[src/hw/rtl/ccag_div.sv]
// Shared restoring divider, one quotient bit a cycle; divisor zero gives zero.
// Depends on nothing.
module ccag_div #(
    parameter int NUM_W = 33,
    parameter int DEN_W = 17
) (
    input  logic             i_clk,
    input  logic             i_rst_n,
    input  logic             i_start,
    input  logic [NUM_W-1:0] i_num,
    input  logic [DEN_W-1:0] i_den,
    output logic             o_done,
    output logic [NUM_W-1:0] o_quo
);
    localparam int CNW = $clog2(NUM_W + 1);

    logic             r_busy;
    logic             r_done;
    logic [CNW-1:0]   r_cnt;
    logic [DEN_W-1:0] r_rem;
    logic [DEN_W-1:0] r_den;
    logic [NUM_W-1:0] r_q;
    logic             r_dz;
    logic [DEN_W:0]   trial;
    logic             ge;

    assign trial = {r_rem, r_q[NUM_W-1]};
    assign ge    = trial >= {1'b0, r_den};

    always_ff @(posedge i_clk) begin
        if (!i_rst_n) begin
            r_busy <= 1'b0;
            r_done <= 1'b0;
            r_cnt  <= '0;
        end else begin
            r_done <= 1'b0;
            if (i_start) begin
                r_busy <= 1'b1;
                r_cnt  <= CNW'(NUM_W);
                r_q    <= i_num;
                r_rem  <= '0;
                r_den  <= i_den;
                r_dz   <= (i_den == '0);
            end else if (r_busy) begin
                // shift in one numerator bit, subtract where it fits
                r_rem <= ge ? DEN_W'(trial - {1'b0, r_den}) : DEN_W'(trial);
                r_q   <= {r_q[NUM_W-2:0], ge};
                r_cnt <= r_cnt - 1'b1;
                if (r_cnt == CNW'(1)) begin
                    r_busy <= 1'b0;
                    r_done <= 1'b1;
                end
            end
        end
    end

    assign o_done = r_done;
    assign o_quo  = r_dz ? '0 : r_q;
endmodule

[config.mk]
export PLATFORM = sky130hd
export DESIGN_NAME = ccag_div
export DESIGN_NICKNAME = d
export VERILOG_FILES = /design/src/hw/rtl/ccag_div.sv
export SDC_FILE = /design/constraint.sdc
export NUM_CORES = 1
export LEC_CHECK = 0
export BUFFER_PORTS_ARGS = -buffer_cell sky130_fd_sc_hd__buf_4
export CAP_MARGIN = 5
export CORE_MARGIN = 2
export CORE_UTILIZATION = 50
export CTS_CLUSTER_DIAMETER = 200
export DETAILED_ROUTE_END_ITERATION = 16
export PLACE_DENSITY = 0.76
export SETUP_SLACK_MARGIN = 0.02
export SLEW_MARGIN = 5
export SYNTH_ARGS = -nofsm -noshare
export SYNTH_HDL_FRONTEND = slang
export SYNTH_SLANG_ARGS = --single-unit
[constraint.sdc]
create_clock -name i_clk -period 2.7 [get_ports i_clk]
set_input_delay 0 -clock i_clk [delete_from_list [all_inputs] [get_ports i_clk]]
set_output_delay 0 -clock i_clk [all_outputs]
set_load 0.005 [all_outputs]
**Word level (Yosys, flattened, before mapping)**

Cells that the tools add are included.

- Logic and storage cells: 31
- Output and inout port bits: 34
- Bits in registers: 76

- $lt $le $gt $ge: 1
- Eq/ne operators: 1
- Reduce and logical (&&, ||, !) cells: 6
- Bitwise operators: 2
- Add/sub/neg operators: 2
- Mux-type cells: 11

Operator list:

| cell | number |
|---|---|
| $mux W33 | 3 |
| $mux W17 | 2 |
| $ge A18 B17 Y1 | 1 |
| $logic_not A17 Y1 | 1 |
| $sub A17 B17 Y17 | 1 |
| $mux W6 | 2 |
| $eq A6 B1 Y1 const B | 1 |
| $sub A6 B1 Y6 const B | 1 |
| $mux W1 | 4 |
| $reduce_and A2 Y1 | 2 |
| $reduce_or A3 Y1 | 1 |
| $not A1 Y1 | 2 |
| $reduce_bool A2 Y1 | 1 |
| $reduce_or A2 Y1 | 1 |

**Depth between registers and ports, before layout**

Gate-level depths: netlist (run 1).

- Depth after elaboration: 4
- Mapped depth: 12
- Depth with buffers taken out: 10

**Least setup slack after synthesis (run 1)**

No wires, ideal clock.

- Path type: register to register
- From: reg r_q[32]
- To: reg r_rem[14], data pin
- Setup slack: -0.055 ns
- Data required time: 2.429 ns
- Cell stages (with the launch flop): 13
- Period minus slack after synthesis: 2.755 ns
- Arrival time: 2.484 ns
- Buffers on the path: 2
- Cells stage by stage: edfxtp_1 inv_1 ha_1 inv_1 fa_1 a21o_1 a221o_1 buf_4 a211oi_2 o41ai_4 buf_4 nand3_1 a21oi_1

- Longest elaborated chain between the ends: 3
- Elaborated cells on any way between the ends: 4
- Classes of those cells: add/sub (1); order compare (1); mux (2)

Ends and longest elaborated chain:

| element | RTL line | text |
|---|---|---|
| start: declaration | 22 | `logic [NUM_W-1:0] r_q;` |
| start signal: assignment | 40 | `r_q <= i_num;` |
| start signal: assignment | 47 | `r_q <= {r_q[NUM_W-2:0], ge};` |
| $sub A17 B17 Y17 or $ge A18 B17 Y1 (tied branches) | 46, 28 |  |
| $mux W17 (*) | 46 | `r_rem <= ge ? DEN_W'(trial - {1'b0, r_den}) : DEN_W'(trial);` |
| $mux W17 (*) | 44 | `end else if (r_busy) begin` |
| end signal: assignment | 46 |  |
| end: declaration | 20 | `logic [DEN_W-1:0] r_rem;` |

Mark *: on every way between the ends. The rest lies on a longest branch, timed or not. The select of a mux whose other input is x is not followed.
A chain may end at the register's enable or synchronous reset.

**Worst setup path after layout (run 1)**

- From: reg r_q[32]
- To: reg r_rem[8], data pin

The elaborated chain is that of the path after synthesis.

==> results of run 1 <==
==> timing repair <==
item	CTS	global route
gates resized for setup	21	17
endpoints found under the hold margin	55	0
cloned	1	1
hold buffers	51	0
buffers inserted	3	8
setup endpoints to repair	18	18
pin swaps	11	11
==> cells in the final DEF, fill, tap and decap left out, drive strengths merged, types with 2 or more instances in the layout <==
| master | Yosys | layout |
|---|---|---|
| mux2 | 34 | 34 |
| o21ai | 13 | 13 |
| a2111oi | 2 | 2 |
| edfxtp | 68 | 68 |
| a21o | 2 | 2 |
| a41oi | 3 | 3 |
| clkbuf | 9 | 10 |
| xor2 | 3 | 3 |
| a21oi | 29 | 29 |
| a31oi | 3 | 3 |
| and4 | 2 | 2 |
| xnor2 | 9 | 9 |
| nor3 | 5 | 5 |
| o41ai | 2 | 4 |
| a211o | 2 | 2 |
| nor2b | 35 | 35 |
| inv | 27 | 31 |
| dlygate4sd3 | 0 | 51 |
| dfxtp | 8 | 8 |
| nand2 | 35 | 35 |
| or3 | 3 | 3 |
| ha | 19 | 19 |
| nand4 | 3 | 3 |
| nor2 | 15 | 15 |
| clkinv | 0 | 2 |
| a21boi | 4 | 4 |
| nor4 | 6 | 6 |
| and3 | 5 | 5 |
| a211oi | 7 | 7 |
| nand3 | 6 | 6 |
| o21a | 4 | 4 |
| nor3b | 3 | 3 |
| buf | 10 | 131 |
==> kinds of logic after synthesis <==
kind of cell    Yosys count
mux                      35
xor+xnor                 12
simple gates            123
fa+ha+maj                20
flops                    76
buf+inv                  46
compound gates           79
==> worst max-delay path by stage <==
stage                     slack [ns]  cells after the start     from   endpoint
after floorplan                 0.04                     12  r_q[32]  r_rem[14]
after global placement         -0.02                      9  r_q[32]     r_q[0]
after detailed placement        -0.1                      9  r_q[32]     r_q[0]
after CTS                      -0.04                     12  r_q[32]  r_rem[15]
after global routing           -0.13                     13  r_q[32]   r_rem[8]
final                          -0.05                     13  r_q[32]   r_rem[8]
==> through the flow <==
step | instances | power, mW | hold WS (ns) | instance area, µm² | utilization, %
after floorplan | 391 | 2.00 | 0.0989 | 4370 | -
after global placement | 600 | 2.30 | 0.188 | 5340 | 62.1
after detailed placement | 600 | 2.32 | 0.191 | 5340 | 62.1
after CTS | 671 | 3.25 | 0.00854 | 6150 | 71.6
after global routing | 680 | 3.52 | 0.0280 | 6300 | 73.4
final | 680 | 3.39 | 0.00939 | 6300 | 73.4
==> area by class of cell <==
cell class	instances	area [µm²]	share of cell area (%)
repair buffers	182	1540	24.4
multi-input cells	271	2140	34.0
clock buffers	10	138	2.18
well taps	108	135	2.14
flip-flops and latches	76	2200	34.9
clock inverters	6	45.0	0.715
inverters	27	101	1.61
==> power groups by stage <==
stage / sequential (mW) / combinational [mW] / clock [mW]
final: 1.46 / 1.09 / 0.847
after global routing: 1.47 / 1.16 / 0.893
after CTS: 1.45 / 0.962 / 0.836
after detailed placement: 1.47 / 0.848 / 0
after global placement: 1.47 / 0.827 / 0
after floorplan: 1.46 / 0.541 / 0
==> state kept, by name, indices dropped and copies added (netlist names) <==
signal and count:
r_busy 1, o_done 1, r_cnt 6, r_dz 1, r_den 17, r_rem 17, r_q 33
==> critical path, cell delays in order, from the launching register on <==
cell,delay (ns)
edfxtp_1,0.42
inv_2,0.10
ha_4,0.13
inv_2,0.03
fa_2,0.33
a21o_1,0.18
a221o_1,0.38
a211oi_4,0.25
buf_4,0.16
o41ai_4,0.06
buf_4,0.18
buf_6,0.11
o21ai_2,0.06
a21oi_1,0.08
==> routing by layer <==
layer / share of wire, % / track usage, % / wire [µm]
met5: 0 / 0 / 0
met1: 38 / 32.0 / 5030
met3: 7.4 / 7.19 / 978
met2: 50 / 46.8 / 6560
met4: 4.6 / 13.4 / 608
==> metrics.yaml, run 1 <==
synth_edf_count: 68
slew_viol_final: 0
synth-compound-area-share_pct: 12.9
fin_crit_sh_pct: 102
ctsHtreeMaxLevel: 3
power_density_mw_per_mm2: 539
synth.most_common_cell: "edfxtp_1"
p_int_mw: 2.31
rsz0062_at_grt: "true"
cts_root_buffer: "clkbuf_8"
netlist.area_leader.share_pct: 46.8
rows: 34
synth_area_leaders: "edfxtp_1, mux2_2, ha_1"
n_fill_cell: 533
rr_endpoint: "r_rem[8]"
seq_area_frac_synth_pct: 50.5
diodes: 0
synth_xor_area_share_pct: 2.41
wl_per_cell_um: 19.4
grt_max_degree: 43
synth_mux_area_share_pct: 9.00
whs_endpoint: "r_cnt[5]"
core_area_mm2: 0.00859
finalSetupTns_ns: -0.0816
skew_ns: 0.0112
path_clk_slew_ns: 0.09
worst_slack_ns: -0.0548
p_switching_mw: 1.08
syn_nets: 464
p_seq_share_pct: 43.1
hold_violations: 0
drc_errors: 0
final_layout_size_suffix_gt1_share_pct: 37.8
yosys.area_share.adder_pct: 5.91
setup_violations: 4
antenna_found_initial: 0
cts_buffers: 9
overflow: 0
synth.avg_cell_area_um2: 11.2
synth_top_family_by_area: "simple AND/OR/NAND/NOR gates"
power.share.clock_pct: 24.9
swShare_pct: 31.8
grt_pass1_wl_um: 20500
tightest_slew_ns: 0.756
post-route-min-period_ns: 2.75
track_usage_pct: 27.4
drt-pass1-iter-count: 5
die_width_um: 97.4
p_leak_nw: 2.60
io_pins: 87
ant_nets: 0
peakVddDrop_uv: 390
nNetsFinal: 640
pwr-share-comb_pct: 32.0
cts_max_path_buffers: 2
synthSimpleGateAreaFrac_pct: 14.8
reg2reg_depth: 13
hold_depth: 2
ys_ff_latch: 76
synthTopCellsByCount: "edfxtp_1, nand2_1, nor2b_1"
ys_warn_count: 0
grt_pass1_vias: 4038
fmax_ghz: 0.363
status: "complete, but fails checks"
cp.required_ns: 2.79
vias: 3945
wl_um: 13200
drv_cap: 0
die_h_um: 97.4
synth_ff_type: "edfxtp_1"
yosysTopAreaCell: "edfxtp_1"
cts_tree: "done"
synthArstFlopShare_pct: 0
holdCritPathClass: "primary input to flip-flop"
place_ws_ns: -0.0982
r2r-start: "r_q[32]"
netlist_area_mm2: 0.00436
die-area_mm2: 0.00949
initial_core_util_pct: 50.8
reg2reg_slack_ns: -0.05
cts.sinks: 76
slew-limit-headroom_pct: 49.1
worstSetupPathType: "flip-flop to flip-flop"
io_buffer_count: 86
netlist_instances: 391
place_hpwl_um: 7490
place_congestion: 0.947
min_from: "i_start"
via_per_inst: 5.80
violations: "negative setup slack"
endpoint_kind: "flip-flop"
setup.worst_path.start_class: "flip-flop"
cp_data_arrival_time_ns: 2.85
syn2layout_area_growth_pct: 44.5
crit_fanout: 3
first_iter_violations: 303
synthDistinctLibCells: 53
clock_latency_ns: 0.37
No activity file was read; power rests on OpenSTA's default activity.
==> run 2, diff against run 1 <==
--- a/config.mk
+++ b/config.mk
@@ -12,2 +12,3 @@
 export CTS_CLUSTER_DIAMETER = 200
+export CTS_CLUSTER_SIZE = 8
 export DETAILED_ROUTE_END_ITERATION = 16
==> constraint.sdc (replaced) <==
create_clock -name i_clk -period 2.7 [get_ports i_clk]
set_input_delay 0.54 -clock i_clk [delete_from_list [all_inputs] [get_ports i_clk]]
set_output_delay 0.54 -clock i_clk [all_outputs]
set_load 0.005 [all_outputs]
==> metrics.yaml, run 2 (synthesis gave the netlist of run 1 again) <==
critPathTopFamily: "compound AO/OA/AOI/OAI gates"
worstSetupPathType: "flip-flop to flip-flop"
power_density_mw_per_mm2: 587
drc_errors: 0
ctsHtreeMaxLevel: 3
slew-limit-headroom_pct: 54.4
p_seq_share_pct: 43.4
p_leak_nw: 2.33
final_layout_size_suffix_gt1_share_pct: 39.7
initial_core_util_pct: 50.8
drt-pass1-iter-count: 4
setup.worst_path.start_class: "flip-flop"
rows: 34
hold_violations: 0
cts_buffers: 9
fin_crit_sh_pct: 98.1
path_clk_slew_ns: 0.09
antenna_found_initial: 0
p_int_mw: 2.39
wl_um: 10800
n_fill_cell: 668
place_congestion: 0.911
endpoint_kind: "flip-flop"
crit_top_cell: "inv_2"
p_switching_mw: 0.968
die-area_mm2: 0.00949
clock_latency_ns: 0.35
setup_violations: 0
cts_tree: "done"
core_area_mm2: 0.00859
vias: 3503
final_common_cell: "buf_4"
grt_pass1_wl_um: 17500
power.share.clock_pct: 28.4
io_buffer_count: 86
holdCritPathClass: "primary input to flip-flop"
regMostFlops: "r_q"
cts_hold_buf: 0
swShare_pct: 28.8
skew_ns: 0.0113
placed_cells: 600
peakVddDrop_uv: 351
tightest_slew_ns: 0.683
grt_pass1_vias: 3632
place_hpwl_um: 7810
die_h_um: 97.4
track_usage_pct: 22.8
fin_total_pwr_mw: 3.36
largest_reg_flops: 33
slew_viol_final: 0
final_cells: 625
cts_max_path_buffers: 2
crit_buf_inv: 4
via_per_inst: 5.60
slowest_delay_ns: 0.41
final_cell_mix: "buf_4, edfxtp_1, nor2b_1"
cts.sinks: 76
drv_cap: 0
cp_slowest_cell: "edfxtp_1"
ant_nets: 0
status: "completed"
whs_ns: 0.384
cp.required_ns: 2.85
place_ws_ns: -0.122
pwr-share-comb_pct: 28.2
wl_per_cell_um: 17.2
worst_slack_ns: 0.0513
crit_fanout: 6
io_pins: 87
worstPathCellList: "inv_2, ha_4, inv_2, fa_2, a21o_1, a221o_1, a211oi_4, buf_4, o41a_4, buf_6, nand3b_1, o41ai_1"
nNetsFinal: 585
grt_max_degree: 41
largestRegisters: "r_q x33, r_den x17, r_rem x17"
fmax_ghz: 0.378
cts_root_buffer: "clkbuf_8"
first_iter_violations: 240
rsz0062_at_grt: "true"
cp_data_arrival_time_ns: 2.80
overflow: 0
die_width_um: 97.4
diodes: 0
fin_util_pct: 66.5
syn2layout_area_growth_pct: 31.1
post-route-min-period_ns: 2.65
-- run 2: cell count changes in the layout (fill, tap and decap cells not counted), sizes merged --
cell | before | now
buf | 131 | 128
clkinvlp | 0 | 2
o41ai | 4 | 3
dlygate4sd3 | 51 | 0
bufinv | 0 | 2
inv | 31 | 27
-- run 2: power groups by stage --
| stage | Sequential, mW | Combinational [mW] | Clock [mW] |
|---|---|---|---|
| final | 1.46 | 0.946 | 0.955 |
| after global routing | 1.47 | 1.03 | 1.01 |
| after CTS | 1.45 | 0.920 | 0.965 |
| after detailed placement | 1.48 | 0.853 | 0 |
| after global placement | 1.47 | 0.825 | 0 |
| after floorplan | 1.46 | 0.541 | 0 |
-- run 2: path summary, 6_finish.rpt --
check                           cells past startpoint   endpoint      from  slack [ns]
worst max-delay path                               12  r_rem[15]   r_q[32]        0.05
worst min-delay path                                1   r_den[7]  i_den[7]        0.38
worst max register to register                     12  r_rem[15]   r_q[32]        0.05
worst min register to register                      2   r_cnt[1]  r_cnt[1]        0.52
-- run 2: per-layer routing --
metal	vias up	part of all wire, %	global-route usage [%]	wire [µm]
met5	-	0	0	0
met4	0	2.3	7.80	246
met3	25	7.1	6.98	766
met2	123	50	38.9	5370
met1	1673	41	27.4	4380
li1	1682	-	-	-
-- run 2: cell type report --
| type | instances | area [µm²] | share of cell area, % |
|---|---|---|---|
| Sequential cell | 76 | 2200 | 38.5 |
| Multi-Input combinational cell | 270 | 2070 | 36.2 |
| Timing Repair Buffer | 128 | 993 | 17.4 |
| Tap cell | 108 | 135 | 2.36 |
| Clock buffer | 10 | 128 | 2.23 |
| Inverter | 27 | 101 | 1.77 |
| Clock inverter | 6 | 88.8 | 1.55 |
-- run 2: what timing repair did --
| action | CTS | global route |
|---|---|---|
| gates cloned | 2 | 0 |
| pin swaps | 5 | 7 |
| gates resized for setup | 19 | 5 |
| setup buffers | 6 | 1 |
| setup endpoints to repair | 18 | 18 |
-- run 2: stage by stage --
step	cell area, µm²	TNS (ns)
2_1_floorplan	4370	0
3_3_place_gp	5340	-0.0444
3_5_place_dp	5340	-1.03
4_1_cts	5680	0
5_1_grt	5720	-0.513
6_report	5720	0
==> run 3, diff against run 2 <==
- SETUP_SLACK_MARGIN: 0.02 -> 0.15
==> metrics.yaml, run 3 (synthesis gave the netlist of run 1 again) <==
status: "complete, but fails checks"
violations: "negative setup slack"
worst_slack_ns: -0.0885
reg2reg_depth: 10
worst-path-stages: 10
nNetsFinal: 583
largest_reg_flops: 33
die_width_um: 97.4
cts_root_buffer: "clkbuf_8"
slowest_delay_ns: 0.60
antenna_found_initial: 0
wl_um: 11200
ant_nets: 0
grt_pass1_wl_um: 17900
fin_crit_sh_pct: 103
worstSetupPathType: "flip-flop to flip-flop"
finalSetupTns_ns: -0.247
regMostFlops: "r_q"
setup_violations: 9
drv_cap: 0
grt_pass1_vias: 3692
vias: 3601
endpoint_kind: "flip-flop"
peakVddDrop_uv: 341
cp.required_ns: 2.79
post-route-min-period_ns: 2.79
cp_slowest_cell: "a2111oi_1"
slew_viol_final: 0
rr_endpoint: "r_rem[12]"
crit_top_cell: "inv_2"
die-area_mm2: 0.00949
cp_data_arrival_time_ns: 2.88
final_layout_size_suffix_gt1_share_pct: 39.0
crit_buf_inv: 2
power_density_mw_per_mm2: 591
place_ws_ns: -0.123
final_cell_mix: "buf_4, edfxtp_1, nor2b_1"
drt-pass1-iter-count: 5
skew_ns: 0.0105
crit_fanout: 3
place_congestion: 0.913
first_iter_violations: 298
worstPathCellList: "inv_2, ha_4, inv_2, fa_2, a21o_1, a221o_1, a2111oi_1, xnor2_1, nand2_1, a21oi_1"
path_clk_slew_ns: 0.09
syn2layout_area_growth_pct: 31.9
setup.worst_path.start_class: "flip-flop"
fin_total_pwr_mw: 3.40
holdCritPathClass: "primary input to flip-flop"
largestRegisters: "r_q x33, r_den x17, r_rem x17"
core_area_mm2: 0.00859
cts_max_path_buffers: 2
fin_util_pct: 66.9
tightest_slew_ns: 0.774
wl_per_cell_um: 18.0
cts_tree: "done"
final_cells: 623
final_common_cell: "buf_4"
slew-limit-headroom_pct: 48.3
r2r-start: "r_q[32]"
min_from: "i_den[11]"
drc_errors: 0
whs_endpoint: "r_den[11]"
rsz0062_at_grt: "true"
placed_cells: 594
overflow: 0
io_pins: 87
die_h_um: 97.4
rows: 34
via_per_inst: 5.78
place_hpwl_um: 7540
ctsHtreeMaxLevel: 3
critPathTopFamily: "compound AO/OA/AOI/OAI gates"
grt_max_degree: 39
cts.sinks: 76
io_buffer_count: 86
cts_buffers: 9
fmax_ghz: 0.359
p_leak_nw: 2.35
diodes: 0
hold_depth: 1
initial_core_util_pct: 50.8
track_usage_pct: 23.7
hold_violations: 0
clock_latency_ns: 0.35
reg2reg_slack_ns: -0.09
run 3: changes by cell type in the layout (fill, tap and decap cells not counted), sizes merged:
cell,delta
buf,-4
o41ai,+2
run 3: layer usage:
layer,vias up,track usage (%),wire length [µm]
met4,0,11.8,402
met1,1720,29.4,4470
met3,33,5.61,861
met5,-,0,0
met2,166,38.8,5460
li1,1682,-,-
run 3: power by group:
part / total, mW / switching [mW] / internal (mW)
Clock: 0.960 / 0.440 / 0.521
Sequential: 1.45 / 0.0569 / 1.40
Combinational: 0.983 / 0.507 / 0.476
Total: 3.40 / 1.00 / 2.39
run 3: cell type report:
type | instances | area, µm²
inverters | 27 | 101
multi-input cells | 272 | 2120
well taps | 108 | 135
clock buffers | 10 | 128
fillers | 630 | 2840
repair buffers | 124 | 978
flip-flops and latches | 76 | 2200
clock inverters | 6 | 88.8
run 3: worst max-delay path by stage:
stage / start / end / slack (ns)
after floorplan: r_q[32] / r_rem[1] / 0.12
after global placement: r_q[32] / r_rem[5] / 0.03
after detailed placement: r_q[32] / r_rem[4] / -0.12
after CTS: r_q[32] / r_rem[14] / -0.07
after global routing: r_q[32] / r_rem[12] / -0.18
final: r_q[32] / r_rem[12] / -0.09
run 3: repair_timing:
item                                   4_1_cts  5_1_grt
setup endpoints to repair                   18       18
gates resized for setup                     16        7
hold buffers                                 0        0
buffers inserted                             7        3
gates cloned                                 3        0
endpoints found under the hold margin        0        0
pin swaps                                   14       15
run 3: stage by stage:
stage	hold WS, ns	instance area, µm²
6_report	0.371	5750
5_1_grt	0.359	5750
4_1_cts	0.364	5690
3_5_place_dp	0.500	5290
3_3_place_gp	0.482	5290
2_1_floorplan	0.469	4380
